===== src/hdl/cfd_pkg.sv =====
package cfd_pkg;

  localparam int unsigned CountW = 17;
  localparam logic [CountW-1:0] CountMax = '1;
  localparam logic [CountW-1:0] MinFrameBytes = 17'd9;
  localparam logic [CountW-1:0] PayloadStart = 17'd7;
  localparam logic [CountW-1:0] FirstEmitIdx = PayloadStart + 17'd1;

  // Byte positions of the fixed fields
  localparam logic [CountW-1:0] IdxHeader = 17'd0;
  localparam logic [CountW-1:0] IdxSeqLast = 17'd2;
  localparam logic [CountW-1:0] IdxCmdLast = 17'd4;
  localparam logic [CountW-1:0] IdxLenLast = 17'd6;

  typedef enum logic [2:0] {
    VERDICT_OK        = 3'd0,
    VERDICT_SHORT     = 3'd1,
    VERDICT_BAD_HDR   = 3'd2,
    VERDICT_BAD_SUM   = 3'd3,
    VERDICT_BAD_LEN   = 3'd4
  } verdict_e;

  typedef enum logic {
    KIND_PAYLOAD = 1'b0,
    KIND_VERDICT = 1'b1
  } kind_e;

  typedef struct packed {
    kind_e       kind;
    logic [7:0]  payload_byte;
    logic [15:0] payload_offset;
    verdict_e    verdict;
    logic [15:0] sequence_number;
    logic [15:0] command_code;
    logic [15:0] declared_length;
  } result_t;

endpackage


===== src/hdl/cfd_frame_core.sv =====
module cfd_frame_core (
  input  logic            clk_i,
  input  logic            rst_ni,
  input  logic            cfg_we_i,
  input  logic [7:0]      cfg_data_i,
  input  logic            accept_i,
  input  logic [7:0]      byte_i,
  input  logic            last_i,
  output logic            res_valid_o,
  output cfd_pkg::result_t res_o
);

  logic [7:0]                   exp_hdr_q;
  logic [cfd_pkg::CountW-1:0]   count_q, count_d;
  logic [15:0]                  sum_q, sum_d;
  logic [7:0]                   recent_q, recent_d;
  logic [7:0]                   older_q, older_d;
  logic                         hdr_ok_q, hdr_ok_d;
  logic [15:0]                  seq_q, seq_d;
  logic [15:0]                  cmd_q, cmd_d;
  logic [15:0]                  len_q, len_d;

  logic [15:0]                  seq_cap, cmd_cap, len_cap;
  logic                         hdr_ok_cap;
  logic [15:0]                  sum_next;
  logic                         emit;
  logic [cfd_pkg::CountW-1:0]   off_full;
  logic [15:0]                  offset;
  logic [cfd_pkg::CountW-1:0]   count_inc;
  logic [cfd_pkg::CountW-1:0]   total;
  logic [15:0]                  rx_sum;
  cfd_pkg::verdict_e            verdict;

  always_ff @(posedge clk_i or negedge rst_ni) begin
    if (!rst_ni) begin
      exp_hdr_q <= '0;
    end else if (cfg_we_i) begin
      exp_hdr_q <= cfg_data_i;
    end
  end

  // Field capture for the byte at hand
  always_comb begin
    hdr_ok_cap = hdr_ok_q;
    seq_cap    = seq_q;
    cmd_cap    = cmd_q;
    len_cap    = len_q;
    if (count_q == cfd_pkg::IdxHeader) begin
      hdr_ok_cap = (byte_i == exp_hdr_q);
    end else if (count_q <= cfd_pkg::IdxSeqLast) begin
      seq_cap = {seq_q[7:0], byte_i};
    end else if (count_q <= cfd_pkg::IdxCmdLast) begin
      cmd_cap = {cmd_q[7:0], byte_i};
    end else if (count_q <= cfd_pkg::IdxLenLast) begin
      len_cap = {len_q[7:0], byte_i};
    end
  end

  assign sum_next  = (count_q >= cfd_pkg::IdxSeqLast) ? sum_q + {8'd0, older_q} : sum_q;
  assign count_inc = (count_q != cfd_pkg::CountMax) ? count_q + 1'b1 : count_q;
  assign total     = count_inc;
  assign rx_sum    = {recent_q, byte_i};
  assign emit      = (count_q >= cfd_pkg::FirstEmitIdx);
  assign off_full  = count_q - cfd_pkg::FirstEmitIdx;
  assign offset    = off_full[cfd_pkg::CountW-1] ? 16'hFFFF : off_full[15:0];

  always_comb begin
    priority if (total < cfd_pkg::MinFrameBytes) begin
      verdict = cfd_pkg::VERDICT_SHORT;
    end else if (!hdr_ok_cap) begin
      verdict = cfd_pkg::VERDICT_BAD_HDR;
    end else if (sum_next != rx_sum) begin
      verdict = cfd_pkg::VERDICT_BAD_SUM;
    end else if ({1'b0, len_cap} != (total - cfd_pkg::MinFrameBytes)) begin
      verdict = cfd_pkg::VERDICT_BAD_LEN;
    end else begin
      verdict = cfd_pkg::VERDICT_OK;
    end
  end

  always_comb begin
    res_valid_o = accept_i && (last_i || emit);
    res_o       = '0;
    if (last_i) begin
      res_o.kind            = cfd_pkg::KIND_VERDICT;
      res_o.verdict         = verdict;
      res_o.sequence_number = seq_cap;
      res_o.command_code    = cmd_cap;
      res_o.declared_length = len_cap;
    end else begin
      res_o.kind           = cfd_pkg::KIND_PAYLOAD;
      res_o.payload_byte   = recent_q;
      res_o.payload_offset = offset;
      res_o.verdict        = cfd_pkg::VERDICT_OK;
    end
  end

  always_comb begin
    count_d  = count_q;
    sum_d    = sum_q;
    recent_d = recent_q;
    older_d  = older_q;
    hdr_ok_d = hdr_ok_q;
    seq_d    = seq_q;
    cmd_d    = cmd_q;
    len_d    = len_q;
    if (accept_i) begin
      if (last_i) begin
        // clear for the next frame
        count_d  = '0;
        sum_d    = '0;
        recent_d = '0;
        older_d  = '0;
        hdr_ok_d = 1'b0;
        seq_d    = '0;
        cmd_d    = '0;
        len_d    = '0;
      end else begin
        count_d  = count_inc;
        sum_d    = sum_next;
        recent_d = byte_i;
        older_d  = recent_q;
        hdr_ok_d = hdr_ok_cap;
        seq_d    = seq_cap;
        cmd_d    = cmd_cap;
        len_d    = len_cap;
      end
    end
  end

  always_ff @(posedge clk_i or negedge rst_ni) begin
    if (!rst_ni) begin
      count_q  <= '0;
      sum_q    <= '0;
      recent_q <= '0;
      older_q  <= '0;
      hdr_ok_q <= 1'b0;
      seq_q    <= '0;
      cmd_q    <= '0;
      len_q    <= '0;
    end else begin
      count_q  <= count_d;
      sum_q    <= sum_d;
      recent_q <= recent_d;
      older_q  <= older_d;
      hdr_ok_q <= hdr_ok_d;
      seq_q    <= seq_d;
      cmd_q    <= cmd_d;
      len_q    <= len_d;
    end
  end

endmodule


===== src/hdl/cfd_out_skid.sv =====
module cfd_out_skid (
  input  logic             clk_i,
  input  logic             rst_ni,
  input  logic             in_valid_i,
  input  cfd_pkg::result_t in_res_i,
  output logic             in_ready_o,
  output logic             out_valid_o,
  output cfd_pkg::result_t out_res_o,
  input  logic             out_ready_i
);

  logic             out_valid_q, out_valid_d;
  logic             skid_valid_q, skid_valid_d;
  cfd_pkg::result_t out_q, out_d;
  cfd_pkg::result_t skid_q, skid_d;
  logic             out_free;

  assign in_ready_o  = !skid_valid_q;
  assign out_valid_o = out_valid_q;
  assign out_res_o   = out_q;
  assign out_free    = !out_valid_q || out_ready_i;

  always_comb begin
    out_valid_d  = out_valid_q;
    skid_valid_d = skid_valid_q;
    out_d        = out_q;
    skid_d       = skid_q;
    if (out_free) begin
      if (skid_valid_q) begin
        // drain the skid entry first
        out_valid_d  = 1'b1;
        out_d        = skid_q;
        skid_valid_d = 1'b0;
      end else begin
        out_valid_d = in_valid_i;
        out_d       = in_res_i;
      end
    end else if (in_valid_i) begin
      skid_valid_d = 1'b1;
      skid_d       = in_res_i;
    end
  end

  always_ff @(posedge clk_i or negedge rst_ni) begin
    if (!rst_ni) begin
      out_valid_q  <= 1'b0;
      skid_valid_q <= 1'b0;
    end else begin
      out_valid_q  <= out_valid_d;
      skid_valid_q <= skid_valid_d;
    end
  end

  always_ff @(posedge clk_i) begin
    out_q  <= out_d;
    skid_q <= skid_d;
  end

endmodule


===== src/hdl/command_frame_deframer.sv =====
// Channel  | Dir | Signals                          | Item
// ---------+-----+----------------------------------+------------------------------
// s_axis   | in  | tvalid tready tdata[7:0] tlast   | one frame byte, tlast on last
// m_axis   | out | tvalid tready tdata[79:0] tuser  | payload byte or frame verdict
// cfg      | in  | cfg_we_i cfg_data_i[7:0]         | expected header byte
//
// One input item per cycle while s_axis_tready_o is high; each result is formed
// when a byte is accepted and is registered in the output buffer. The per-byte
// work is one 16-bit add and a few compares feeding the output register.
// Reset clears all frame state and sets the expected header to zero.
// A two-entry output buffer (output register plus skid) decouples the sides:
// s_axis_tready_o drops only while both entries hold results.
module command_frame_deframer (
  input  logic        clk_i,
  input  logic        rst_ni,
  input  logic        cfg_we_i,
  input  logic [7:0]  cfg_data_i,
  input  logic        s_axis_tvalid_i,
  output logic        s_axis_tready_o,
  input  logic [7:0]  s_axis_tdata_i,   // [7:0] byte_value
  input  logic        s_axis_tlast_i,   // frame_end
  output logic        m_axis_tvalid_o,
  input  logic        m_axis_tready_i,
  // [7:0] payload_byte, [23:8] payload_offset, [26:24] verdict,
  // [42:27] sequence_number, [58:43] command_code, [74:59] declared_length,
  // [79:75] zero
  output logic [79:0] m_axis_tdata_o,
  output logic        m_axis_tuser_o    // result_kind: 0 payload, 1 verdict
);

  logic             accept;
  logic             res_valid;
  cfd_pkg::result_t res;
  cfd_pkg::result_t out_res;

  // An item enters the core whenever the skid entry is free
  assign accept = s_axis_tvalid_i && s_axis_tready_o;

  cfd_frame_core u_core (
    .clk_i       (clk_i),
    .rst_ni      (rst_ni),
    .cfg_we_i    (cfg_we_i),
    .cfg_data_i  (cfg_data_i),
    .accept_i    (accept),
    .byte_i      (s_axis_tdata_i),
    .last_i      (s_axis_tlast_i),
    .res_valid_o (res_valid),
    .res_o       (res)
  );

  cfd_out_skid u_out (
    .clk_i       (clk_i),
    .rst_ni      (rst_ni),
    .in_valid_i  (res_valid),
    .in_res_i    (res),
    .in_ready_o  (s_axis_tready_o),
    .out_valid_o (m_axis_tvalid_o),
    .out_res_o   (out_res),
    .out_ready_i (m_axis_tready_i)
  );

  // Pack the result fields, highest field first
  assign m_axis_tdata_o = {
    5'd0,
    out_res.declared_length,
    out_res.command_code,
    out_res.sequence_number,
    out_res.verdict,
    out_res.payload_offset,
    out_res.payload_byte
  };
  assign m_axis_tuser_o = out_res.kind;

endmodule


===== config.mk =====
export PLATFORM = sky130hd
export DESIGN_NAME = command_frame_deframer
export DESIGN_NICKNAME = d
export VERILOG_FILES = /design/src/hdl/cfd_pkg.sv /design/src/hdl/cfd_frame_core.sv /design/src/hdl/cfd_out_skid.sv /design/src/hdl/command_frame_deframer.sv
export SDC_FILE = /design/constraint.sdc
export NUM_CORES = 1
export LEC_CHECK = 0
export ABC_AREA = 1
export BUFFER_PORTS_ARGS = -buffer_cell sky130_fd_sc_hd__buf_2
export CAP_MARGIN = 20
export CORE_MARGIN = 5
export CORE_UTILIZATION = 50
export DETAILED_ROUTE_END_ITERATION = 12
export MAX_ROUTING_LAYER = met4
export PLACE_DENSITY_LB_ADDON = 0.08
export REMOVE_ABC_BUFFERS = 1
export SLEW_MARGIN = 10
export SYNTH_ARGS = -nofsm -noshare
export SYNTH_HDL_FRONTEND = slang
export SYNTH_SLANG_ARGS = --single-unit

===== constraint.sdc =====
create_clock -name clk_i -period 5.9 [get_ports clk_i]
set_input_delay 0.59 -clock clk_i [delete_from_list [all_inputs] [get_ports clk_i]]
set_output_delay 0.59 -clock clk_i [all_outputs]
set_load 0.01 [all_outputs]

# Word level (Yosys, flattened, before mapping)
# Index checks and enable logic that the tools add are counted.
[op_classes]
addsub = 4
order_cmp = 6
eq_ne = 4
n_mux = 33
bitwise = 1
n_reduce_logical = 9
[op_table]
columns = ["op", "count"]
rows = [
  ["16-bit 2-to-1 mux", 15],
  ["76-bit 2-to-1 mux", 1],
  ["48-bit 2-to-1 mux", 1],
  ["17-bit by 3-bit <= comparator with 1-bit output (second input constant)", 2],
  ["17-bit 2-to-1 mux", 2],
  ["17-bit by 4-bit subtractor with 17-bit output (second input constant)", 2],
  ["24-bit 2-to-1 mux", 1],
  ["17-bit by 1-bit adder with 17-bit output (second input constant)", 1],
  ["17-bit by 2-bit >= comparator with 1-bit output (second input constant)", 1],
  ["17-bit by 4-bit >= comparator with 1-bit output (second input constant)", 1],
  ["17-bit by 2-bit <= comparator with 1-bit output (second input constant)", 1],
  ["17-bit logical NOT", 1],
  ["17-bit by 4-bit < comparator with 1-bit output (second input constant)", 1],
  ["16-bit by 17-bit inequality test with 1-bit output", 1],
  ["17-bit inequality test (second input constant)", 1],
  ["16-bit by 8-bit adder with 16-bit output", 1],
  ["8-bit 2-to-1 mux", 2],
  ["16-bit inequality test", 1],
  ["3-bit 2-to-1 mux", 5],
  ["8-bit equality test", 1],
  ["1-bit 2-to-1 mux", 6],
  ["1-bit logical AND", 2],
  ["1-bit logical NOT", 2],
  ["1-bit logical OR", 2],
  ["other kinds (3)", 3],
]
[totals]
ff_bits = 260
input_bits = 22
out_inout_bits = 83
word_cells = 82

# Longest topological paths before layout
# Gate-level depths: netlist of run 1.
[logic_depth]
ltp_word = 12
ltp_mapped = 24
depth_no_buf = 23

# Modules after synthesis
# A second synthesis of run 1 with hierarchy kept.
[hier_totals]
hier_cells = 1618
area_unflattened_um2 = 13715.7
[by_module_without_submodules]
columns = ["mod", "instances", "cells_per_inst", "area_each_um2", "seq_area_each_um2"]
rows = [
  ["cfd_frame_core", 1, 1203, 8046.5, 2652.5],
  ["cfd_out_skid", 1, 407, 5620.4, 4614.4],
  ["command_frame_deframer", 1, 8, 48.8, 0.0],
]

# Worst setup path after synthesis of run 1
# No wires, ideal clock.
[synth_path]
path_type = "input to register"
start = "input port m_axis_tready_i"
end = "register u_out.skid_q[0] in the netlist's numbering, enable pin"
setup_time_ns = 0.512
arrival_time_ns = 5.755
required_ns = 5.388
path_slack_ns = -0.367
path_stages = 3
path_buffers = 0
path_cell_list = "inv_1 > nand2_1 > nor2_1"
[synth_between]
elab_chain_cells = 3
[synth_rtl]
columns = ["element", "line_no", "text"]
rows = [
  ["start: declaration", "command_frame_deframer.sv:23", "input logic m_axis_tready_i,"],
  ["1-bit logical OR", "cfd_out_skid.sv:21", "assign out_free = !out_valid_q || out_ready_i;"],
  ["named net u_out.out_free", "cfd_out_skid.sv:16", "logic out_free;"],
  ["1-bit NOT (no source line)", "--", ""],
  ["2-bit AND reduction (no source line)", "--", ""],
  ["end signal: assignment", "cfd_out_skid.sv:56", "skid_q <= skid_d;"],
  ["end: declaration", "cfd_out_skid.sv:15", "cfd_pkg::result_t skid_q, skid_d;"],
]
# The timed path passes the listed nets, and every way through them passes these cells.
# A chain may end at the register's enable or synchronous reset.

==> out/metrics.cfg, run 1 <==
[status]
outcome=finished clean

[sta]
max_freq_ghz=0.292
maxSlewViolCount=0
setup_violations=0
slew_headroom_pct=36.4
skew_ns=0.00938
period_share_pct=58.0
worstMarginPinSlew_ns=0.954
grt_setup_unrepaired=no
fin_setup_tns_ns=0
final_hold_viol_count=0
timing.final.crit_period_ns=3.42

[floorplan]
rows=60
die-width_um=176
io_pins=105
die_h_um=176
initial_core_util_pct=50.8
coreArea_um2=27000
die-area_um2=30900

[cts]
clk_pin_slew_ns=0.07
cts_max_level=1
numCtsBuffers=29
cts_tree=done
cts.sinks=260
clk_path_buf_depth=3
hold_buffers=0
cts_setup_buffers=0
cts_root_buf=clkbuf_16
worstSkewPairLatency_ns=0.55
cts_resized=0

[yosys]
yosysWarnings=0
avgSynthCellArea_um2=8.31
synth_seq_area_share_pct=52.9
synth_top_cell_area_share_pct=33.2
synth_edf_count=152
synth-seq-cells=260
synth_most_common_cell=nand2_1
synthArstFlopShare_pct=41.5
synth_flop_cell=edfxtp_1
synthXorXnorAreaFrac_pct=1.52
synthAdderAreaFrac_pct=1.42
yosysTopAreaCell=edfxtp_1
synth_top_family_by_area=simple AND/OR/NAND/NOR gates
yosys-top-cells-area=edfxtp_1, dfrtp_1, nand2_1
synth_compound_gate_area_share_pct=8.25
netlist_instances=1652
yosys.area_share.simple_pct=28.0
synth_area_um2=13700
synth_common_cells=nand2_1, inv_1, nor2_1
synthMuxAreaShare_pct=0.328
synth_cell_type_count=50

[layout]
regArea_um2=7270
area_delta_synth_final_pct=13.2
layout-drive-gt1-share_pct=13.2
finalNetCount=1769
multiInputGateArea_um2=5470
antenna_cells=0
nFillCells=2498

[setup_path]
crit_chain=ha_1 -> inv_1 -> nor2_2 -> nand2_4 -> nor2_2 -> nand3_1 -> nand2_2 -> ha_1 -> nand3_1 -> nand2_1 -> inv_1 -> nor2_1 -> nor2_1 -> nand2_1 -> nand4_1 -> nor3b_1 -> nand3_1 -> nor2_1 -> nor2_1
setup.worst_path.end_class=flip-flop
crit_type=flip-flop to flip-flop
cp.arrival_ns=3.74
required_ns=6.21
worstPathMaxFanout=9
crit_path_top_delay_cell=dfrtp_1
crit_buf_inv=2
max_stage_delay_ns=0.55
crit_family=simple AND/OR/NAND/NOR gates
critPathLaunchType=flip-flop
crit_top_cell=nor2_1

[pwr]
finalPower_mw=5.45
power.leakage_nw=7.55
power.density_nw_per_um2=351
ir_drop_uv=218

[global_route]
grt_use_total_pct=24.8
overflow=0
antenna_found_initial=0
grt_first_pass_wirelength_um=59900
first_global_vias=11128
grt_max_degree=79

[route]
drt_iter0_markers=988
antenna_left=0
route.detailed.wl_per_inst_um=17.9
vias=11293
vias_per_cell=5.39
drc=0
routed_wl_um=37500
first_pass_iters=5

[worst_hold_path]
hold_class=input port to async pin

[job]
max-cap-violations=0

[place]
dpl.hpwl_um=25300
portBuffers=99
gp_congestion=0.908

area by class of cell:
| class | count | share of cell area [%] |
|---|---|---|
| sequential | 260 | 46.8 |
| multi-input combinational | 1137 | 35.2 |
| clock buffer | 36 | 5.23 |
| inverter | 191 | 4.61 |
| timing repair buffer | 113 | 4.14 |
| tap | 341 | 2.75 |
| clock inverter | 18 | 1.30 |
sequential cells by signal, indices dropped and copies added, names as in the netlist:
name,cells
u_core.cmd_q,16
u_core.count_q,17
u_core.exp_hdr_q,8
u_core.hdr_ok_q,1
u_core.len_q,16
u_core.older_q,8
u_core.recent_q,8
u_core.seq_q,16
u_core.sum_q,16
u_out.out_res_o,76
u_out.out_valid_o,1
u_out.skid_q,76
u_out.skid_valid_q,1
report_power, final:
| part | total (mW) | switching [mW] | internal [mW] | leakage (nW) |
|---|---|---|---|---|
| Sequential | 2.32 | 0.103 | 2.22 | 2.99 |
| Clock | 1.91 | 0.758 | 1.15 | 0.499 |
| Combinational | 1.22 | 0.811 | 0.405 | 4.07 |
cells by family (layout without fill, tap and decap cells):
family,Yosys count,in the layout
flops,260,260
other cells,1,5
compound gates,198,198
simple gates,892,892
buf+inv,259,358
fa+ha+maj,15,15
xor+xnor,23,23
mux,4,4
cells in the final DEF, fill, tap and decap left out, types with 14 or more instances in the layout:
master	instances
a21oi_1	19
buf_2	98
clkbuf_16	30
dfrtp_1	107
edfxtp_1	152
ha_1	14
inv_1	182
nand2_1	530
nand3_1	99
nand4_1	27
nor2_1	170
o21ai_0	87
o22ai_1	76
xor2_1	19
per-layer routing:
| metal | wire [µm] | up-vias | global-route usage (%) |
|---|---|---|---|
| met5 | 0 | - | - |
| met1 | 17200 | 5411 | 33.6 |
| met2 | 17700 | 261 | 40.5 |
| li1 | - | 5572 | - |
| met4 | 766 | 0 | 5.75 |
| met3 | 1700 | 49 | 2.95 |
worst paths after layout:
| kind | from | end | slack (ns) | cells after the start |
|---|---|---|---|---|
| worst max-delay path | u_core.count_q[0] | u_out.skid_q[50] | 2.48 | 19 |
| worst min-delay path | rst_ni | u_core.len_q[12] | 0.12 | 1 |
| worst max register to register | u_core.count_q[0] | u_out.skid_q[50] | 2.48 | 19 |
| worst min register to register | u_core.hdr_ok_q | u_core.hdr_ok_q | 0.48 | 2 |
| max in group asynchronous | rst_ni | u_core.len_q[3] | 4.48 | 2 |
| min in group clk_i | cfg_data_i[7] | u_core.exp_hdr_q[7] | 0.26 | 3 |
stage by stage:
| stage | instances | setup WS, ns | util (%) | cell area (µm²) | hold WS [ns] |
|---|---|---|---|---|---|
| 6_report | 2096 | 2.48 | 57.5 | 15500 | 0.121 |
| 5_1_grt | 2096 | 2.05 | 57.5 | 15500 | 0.165 |
| 4_1_cts | 2094 | 2.32 | 57.3 | 15500 | 0.142 |
| 3_5_place_dp | 2040 | 2.44 | 53.5 | 14500 | 0.471 |
| 3_3_place_gp | 2040 | 2.52 | 53.5 | 14500 | 0.461 |
| 2_1_floorplan | 1588 | -2.92 | - | 13400 | 0.294 |
worst register-to-register path, cell delays in order, from the launching register on:
cell and delay [ns]:
dfrtp_1 0.55, ha_1 0.36, inv_1 0.08, nor2_2 0.24
nand2_4 0.11, nor2_2 0.14, nand3_1 0.09, nand2_2 0.15
ha_1 0.18, nand3_1 0.10, nand2_1 0.14, inv_1 0.08
nor2_1 0.19, nor2_1 0.07, nand2_1 0.08, nand4_1 0.11
nor3b_1 0.26, nand3_1 0.10, nor2_1 0.10, nor2_1 0.05
(Power assumes the default switching activity.)
==> run 2, diff against run 1 <==
- clock period: 5.9 -> 3.4 ns (I/O delays scaled with it)
==> out/metrics.cfg, run 2 (synthesis results as in run 1) <==
[sta]
grt_setup_unrepaired=no
setup_slack_ns=0.282  ; -2.20 ns
slew_headroom_pct=34.3  ; -2.1 points
setup_violations=0  ; unchanged
max_freq_ghz=0.321  ; +9.8%
fin_hold_ws_ns=0.0275  ; -0.0937 ns
maxSlewViolCount=0  ; unchanged
fin_setup_tns_ns=0  ; unchanged
skew_ns=0.0154  ; +0.00598 ns
final_hold_viol_count=0  ; unchanged
timing.final.crit_period_ns=3.12  ; -0.304 ns
period_share_pct=91.7  ; +34 points
worstMarginPinSlew_ns=0.985  ; +0.0311 ns

[setup_path]
crit_buf_inv=2  ; unchanged
worstPathMaxFanout=10  ; +1
cp.arrival_ns=3.53  ; -0.21 ns
critPathLaunchType=flip-flop
crit_top_cell=nand2_1
required_ns=3.81  ; -2.40 ns
setup.worst_path.end_class=flip-flop
crit_chain=nor2_1 -> nand2_1 -> nor2_8 -> buf_4 -> nand3_4 -> nor2_1 -> nand2_1 -> nand3_1 -> nand2_1 -> inv_1 -> nand2_1 -> nor2_1 -> nand2_1 -> nor2_1 -> nand4_1 -> nor2_1 -> nand2_1 -> a21oi_2
crit_family=simple AND/OR/NAND/NOR gates
crit_type=flip-flop to flip-flop
crit_path_top_delay_cell=dfrtp_1
max_stage_delay_ns=0.48  ; -0.07 ns

[global_route]
grt_max_degree=79  ; unchanged
overflow=0  ; unchanged
first_global_vias=11060  ; -0.61%
gr-usage-met1_pct=33.8  ; +0.19 points
grt.busiest_layer=met2
grt_first_pass_wirelength_um=59900  ; unchanged
use_met2_pct=40.6  ; +0.064 points
met3_usage_pct=2.99  ; +0.043 points
antenna_found_initial=0  ; unchanged
grt_use_total_pct=24.9  ; +0.10 points

[pwr]
power.leakage_nw=7.60  ; +0.66%
internal-power_mw=6.27  ; +66%
power.density_nw_per_um2=584  ; +66%
switching_power_mw=2.86  ; +71%
finalPower_mw=9.13  ; +68%
ir_drop_uv=372  ; +71%
power_frac_seq_pct=44.0  ; +1.4 points
combPwrFrac_pct=23.2  ; +0.9 points
switching_share_pct=31.3  ; +0.65 points
clock_power_share_pct=32.8  ; -2.3 points

[layout]
layout-drive-gt1-share_pct=14.1  ; +0.91 points
mostFrequentLayoutCells=nand2_1, inv_1, nor2_1
finalNetCount=1792  ; +1.3%
antenna_cells=0  ; unchanged
final_common_cell=nand2_1
area_delta_synth_final_pct=14.0
stdcell_area_um2=15700  ; +0.71%

[floorplan]
coreArea_um2=27000  ; unchanged
die_h_um=176  ; unchanged
die-area_um2=30900  ; unchanged
rows=60  ; unchanged
io_pins=105  ; unchanged
initial_core_util_pct=50.8  ; unchanged
die-width_um=176  ; unchanged

[route]
route.detailed.wl_per_inst_um=17.8  ; -0.67%
routed_wl_um=37600  ; +0.37%
drc=0  ; unchanged
antenna_left=0  ; unchanged
vias_per_cell=5.34  ; -0.97%
first_pass_iters=5  ; unchanged
drt_iter0_markers=847  ; -14%
vias=11301  ; +0.071%

[cts]
worstSkewPairLatency_ns=0.56  ; about the same
cts_tree=done
cts_setup_buffers=0  ; unchanged
numCtsBuffers=28  ; -3.4%
cts.sinks=260  ; unchanged
clk_pin_slew_ns=0.06  ; about the same
cts_root_buf=clkbuf_16
cts_max_level=1  ; unchanged
clk_path_buf_depth=3  ; unchanged

[place]
dpl.hpwl_um=26300  ; +4.1%
portBuffers=99  ; unchanged
post-place-ws_ns=0.203  ; -2.24 ns
gp_congestion=0.908  ; about the same
place_area_um2=14700  ; +1.3%

[job]
max-cap-violations=0  ; unchanged

[status]
outcome=finished clean

[worst_hold_path]
hold_class=input port to flip-flop

[run 2: repair_timing]
item,4_1_cts,5_1_grt
endpoints found under the hold margin,39,0
resized for setup,0,8
hold buffers,6,0
setup endpoints to repair,0,2
[run 2: final timing paths]
path / start / endpoint / slack [ns] / cells past startpoint
setup / recovery: u_core.count_q[9] / u_out.out_res_o[50] / 0.28 / 18
hold / removal: cfg_data_i[2] / u_core.exp_hdr_q[2] / 0.03 / 2
setup reg to reg: u_core.count_q[9] / u_out.out_res_o[50] / 0.28 / 18
hold reg to reg: u_core.hdr_ok_q / u_core.hdr_ok_q / 0.48 / 2
max in group asynchronous: rst_ni / u_core.recent_q[5] / 2.28 / 3
min in group asynchronous: rst_ni / u_core.count_q[10] / 0.33 / 2
[run 2: power groups by stage]
stage	registers (mW)	logic (mW)	clock network (mW)
final	4.01	2.12	3.00
after global routing	4.06	2.40	3.19
after CTS	4.02	2.13	3.06
after detailed placement	4.08	2.11	0
after global placement	4.06	2.08	0
after floorplan	4.18	1.27	0
[run 2: through the flow]
| stage | instances | utilization (%) |
|---|---|---|
| after floorplan | 1588 | - |
| after global placement | 2060 | 54.2 |
| after detailed placement | 2060 | 54.2 |
| after CTS | 2118 | 57.8 |
| after global routing | 2118 | 57.9 |
| final | 2118 | 57.9 |
[run 2: layout make-up]
type	count	area, µm²
fillers	2490	11400
flip-flops and latches	260	7270
multi-input cells	1137	5490
repair buffers	137	836
clock buffers	40	796
inverters	191	717
well taps	341	427
clock inverters	12	116
[run 2: metal layers]
| metal | vias up | share of wire (%) |
|---|---|---|
| li1 | 5604 | - |
| met1 | 5301 | 45 |
| met2 | 327 | 47 |
| met3 | 69 | 5.7 |
| met4 | 0 | 2.3 |
| met5 | - | 0 |
==> run 3, diff against run 2 <==
- CORE_UTILIZATION: 50 -> 40
==> out/metrics.cfg, run 3 (synthesis results as in run 1) <==
[status]
outcome=finished clean

[worst_hold_path]
hold_class=input port to flip-flop
hp-start=cfg_data_i[1]
hold-path-cell-count=3  ; +1
min_to=u_core.exp_hdr_q[1]

[floorplan]
die-width_um=195  ; +11%
coreArea_um2=33700  ; +25%
initial_core_util_pct=40.7  ; -10 points
die_h_um=195  ; +11%
die-area_um2=38100  ; +24%
io_pins=105  ; unchanged
rows=67  ; +12%

[route]
drt_iter0_markers=667  ; -21%
vias=11296  ; -0.044%
vias_per_cell=5.07  ; -5.0%
first_pass_iters=6  ; +1
antenna_left=0  ; unchanged
drc=0  ; unchanged
routed_wl_um=38900  ; +3.5%
route.detailed.wl_per_inst_um=17.5  ; -1.6%

[sta]
final_hold_viol_count=0  ; unchanged
maxSlewViolCount=0  ; unchanged
setup_slack_ns=0.237  ; -0.0445 ns
slew_headroom_pct=32.6  ; -1.7 points
worstMarginPinSlew_ns=1.01  ; +0.0252 ns
skew_ns=0.0218  ; +0.00641 ns
max_freq_ghz=0.316  ; -1.4%
fin_setup_tns_ns=0  ; unchanged
setup_violations=0  ; unchanged
grt_setup_unrepaired=no
timing.final.crit_period_ns=3.16  ; +0.0445 ns
period_share_pct=93.0  ; +1.3 points

[global_route]
grt.busiest_layer=met2
use_met2_pct=33.4  ; -7.2 points
overflow=0  ; unchanged
first_global_vias=11278  ; +2.0%
grt_use_total_pct=20.7  ; -4.2 points
met3_usage_pct=2.67  ; -0.32 points
gr-usage-met1_pct=27.9  ; -5.8 points
grt_max_degree=79  ; unchanged
antenna_found_initial=0  ; unchanged
grt_first_pass_wirelength_um=62300  ; +4.1%

[setup_path]
reg2regPathDepth=20  ; +2
r2r_end=u_out.out_res_o[50]
setup.worst_path.end_class=flip-flop
worstPathMaxFanout=7  ; -3
required_ns=3.71  ; -0.10 ns
critPathLaunchType=flip-flop
worstReg2RegStart=u_core.count_q[14]
crit_type=flip-flop to flip-flop
cp.arrival_ns=3.48  ; -0.05 ns
rrSetupSlack_ns=0.24  ; -0.04 ns

[cts]
cts_setup_buffers=0  ; unchanged
worstSkewPairLatency_ns=0.58  ; +0.02 ns
cts_root_buf=clkbuf_16
cts_tree=done
cts_max_level=1  ; unchanged
clk_pin_slew_ns=0.07  ; about the same
clk_path_buf_depth=3  ; unchanged
cts.sinks=260  ; unchanged
numCtsBuffers=29  ; +3.6%

[layout]
layout-drive-gt1-share_pct=14.4  ; +0.31 points
final_util_pct=47.2  ; -11 points
regArea_um2=7270  ; about the same
nFillCells=3354  ; +35%
multiInputGateArea_um2=5490  ; unchanged
antenna_cells=0  ; unchanged
finalNetCount=1794  ; +0.11%
final_common_cell=nand2_1
stdcell_area_um2=15900  ; +1.7%
area_delta_synth_final_pct=15.9
fin_cells=2228  ; +5.2%
mostFrequentLayoutCells=nand2_1, inv_1, nor2_1

[pwr]
power.leakage_nw=7.69  ; +1.1%
power_frac_seq_pct=42.0  ; -2.0 points
switching_share_pct=30.5  ; -0.80 points
internal-power_mw=6.63  ; +5.8%
ir_drop_uv=443  ; +19%
clock_power_share_pct=35.5  ; +2.7 points
power.density_nw_per_um2=600  ; +2.8%
combPwrFrac_pct=22.4  ; -0.8 points
switching_power_mw=2.92  ; +1.9%

[place]
dpl.hpwl_um=27000  ; +2.5%
dp.cells=2168  ; +5.2%
post-place-ws_ns=0.199  ; -0.00404 ns
place_area_um2=14800  ; +1.1%
portBuffers=99  ; unchanged
gp_congestion=0.910  ; +0.22%

[job]
max-cap-violations=0  ; unchanged

run 3: cell count changes in the layout (fill, tap and decap cells not counted), moves of 2 or more:
| cell | change |
|---|---|
| clkinv_2 | +4 |
| clkinvlp_4 | -2 |
| bufinv_16 | +4 |
| clkbuf_1 | -4 |
run 3: critical path: stages (launching register included):
cell,delay (ns)
dfrtp_1,0.53
nand2_1,0.17
nor2_1,0.13
nand2_1,0.10
nor2_2,0.16
nand3_1,0.10
nand2_2,0.15
ha_1,0.19
nand3_1,0.09
nand2_1,0.16
inv_1,0.10
nor2_2,0.20
nand3_1,0.10
nand2_1,0.11
nand2_1,0.06
nor2_1,0.11
nand3_1,0.08
nor2_1,0.10
nand3_1,0.12
nand2_1,0.09
a21oi_2,0.05
run 3: metal layers:
| layer | share of wire [%] | vias up |
|---|---|---|
| met1 | 46 | 5371 |
| met3 | 4.6 | 67 |
| met4 | 2.7 | 0 |
| met5 | 0 | - |
| li1 | - | 5617 |
| met2 | 47 | 241 |
run 3: layout make-up:
type / instances / share of cell area (%)
flip-flops and latches: 260 / 45.7
multi-input cells: 1138 / 34.5
repair buffers: 137 / 5.31
clock buffers: 37 / 5.06
inverters: 191 / 4.51
well taps: 448 / 3.52
clock inverters: 17 / 1.43
run 3: worst max path at each step:
stage / startpoint / end / depth (start not counted)
6_report: u_core.count_q[14] / u_out.out_res_o[50] / 20
4_1_cts: u_core.count_q[3] / u_out.out_res_o[50] / 15
2_1_floorplan: u_out.skid_valid_q / u_out.skid_q[0] / 5
3_5_place_dp: u_core.count_q[3] / u_out.out_res_o[50] / 15
3_3_place_gp: u_core.count_q[3] / u_out.out_res_o[50] / 15
5_1_grt: u_core.count_q[3] / u_out.out_res_o[50] / 20
run 3: metrics by stage:
stage,power [mW],hold WS (ns)
after global placement,6.20,0.345
after CTS,9.68,0.00661
final,9.55,0.0375
after floorplan,5.45,0.0444
after detailed placement,6.23,0.349
after global routing,10.1,0.0248
run 3: power groups by stage:
stage               Sequential, mW  Combinational (mW)  Clock [mW]
finish                        4.02                2.14        3.39
global route                  4.06                2.46        3.63
CTS                           4.02                2.16        3.49
detailed placement            4.08                2.15           0
global placement              4.07                2.13           0
floorplan                     4.18                1.27           0
run 3: timing repair:
| item | CTS | global route |
|---|---|---|
| endpoints found under the hold margin | 36 | 0 |
| resized for setup | 0 | 4 |
| hold buffers | 5 | 0 |
| endpoints found under the setup margin | 0 | 2 |
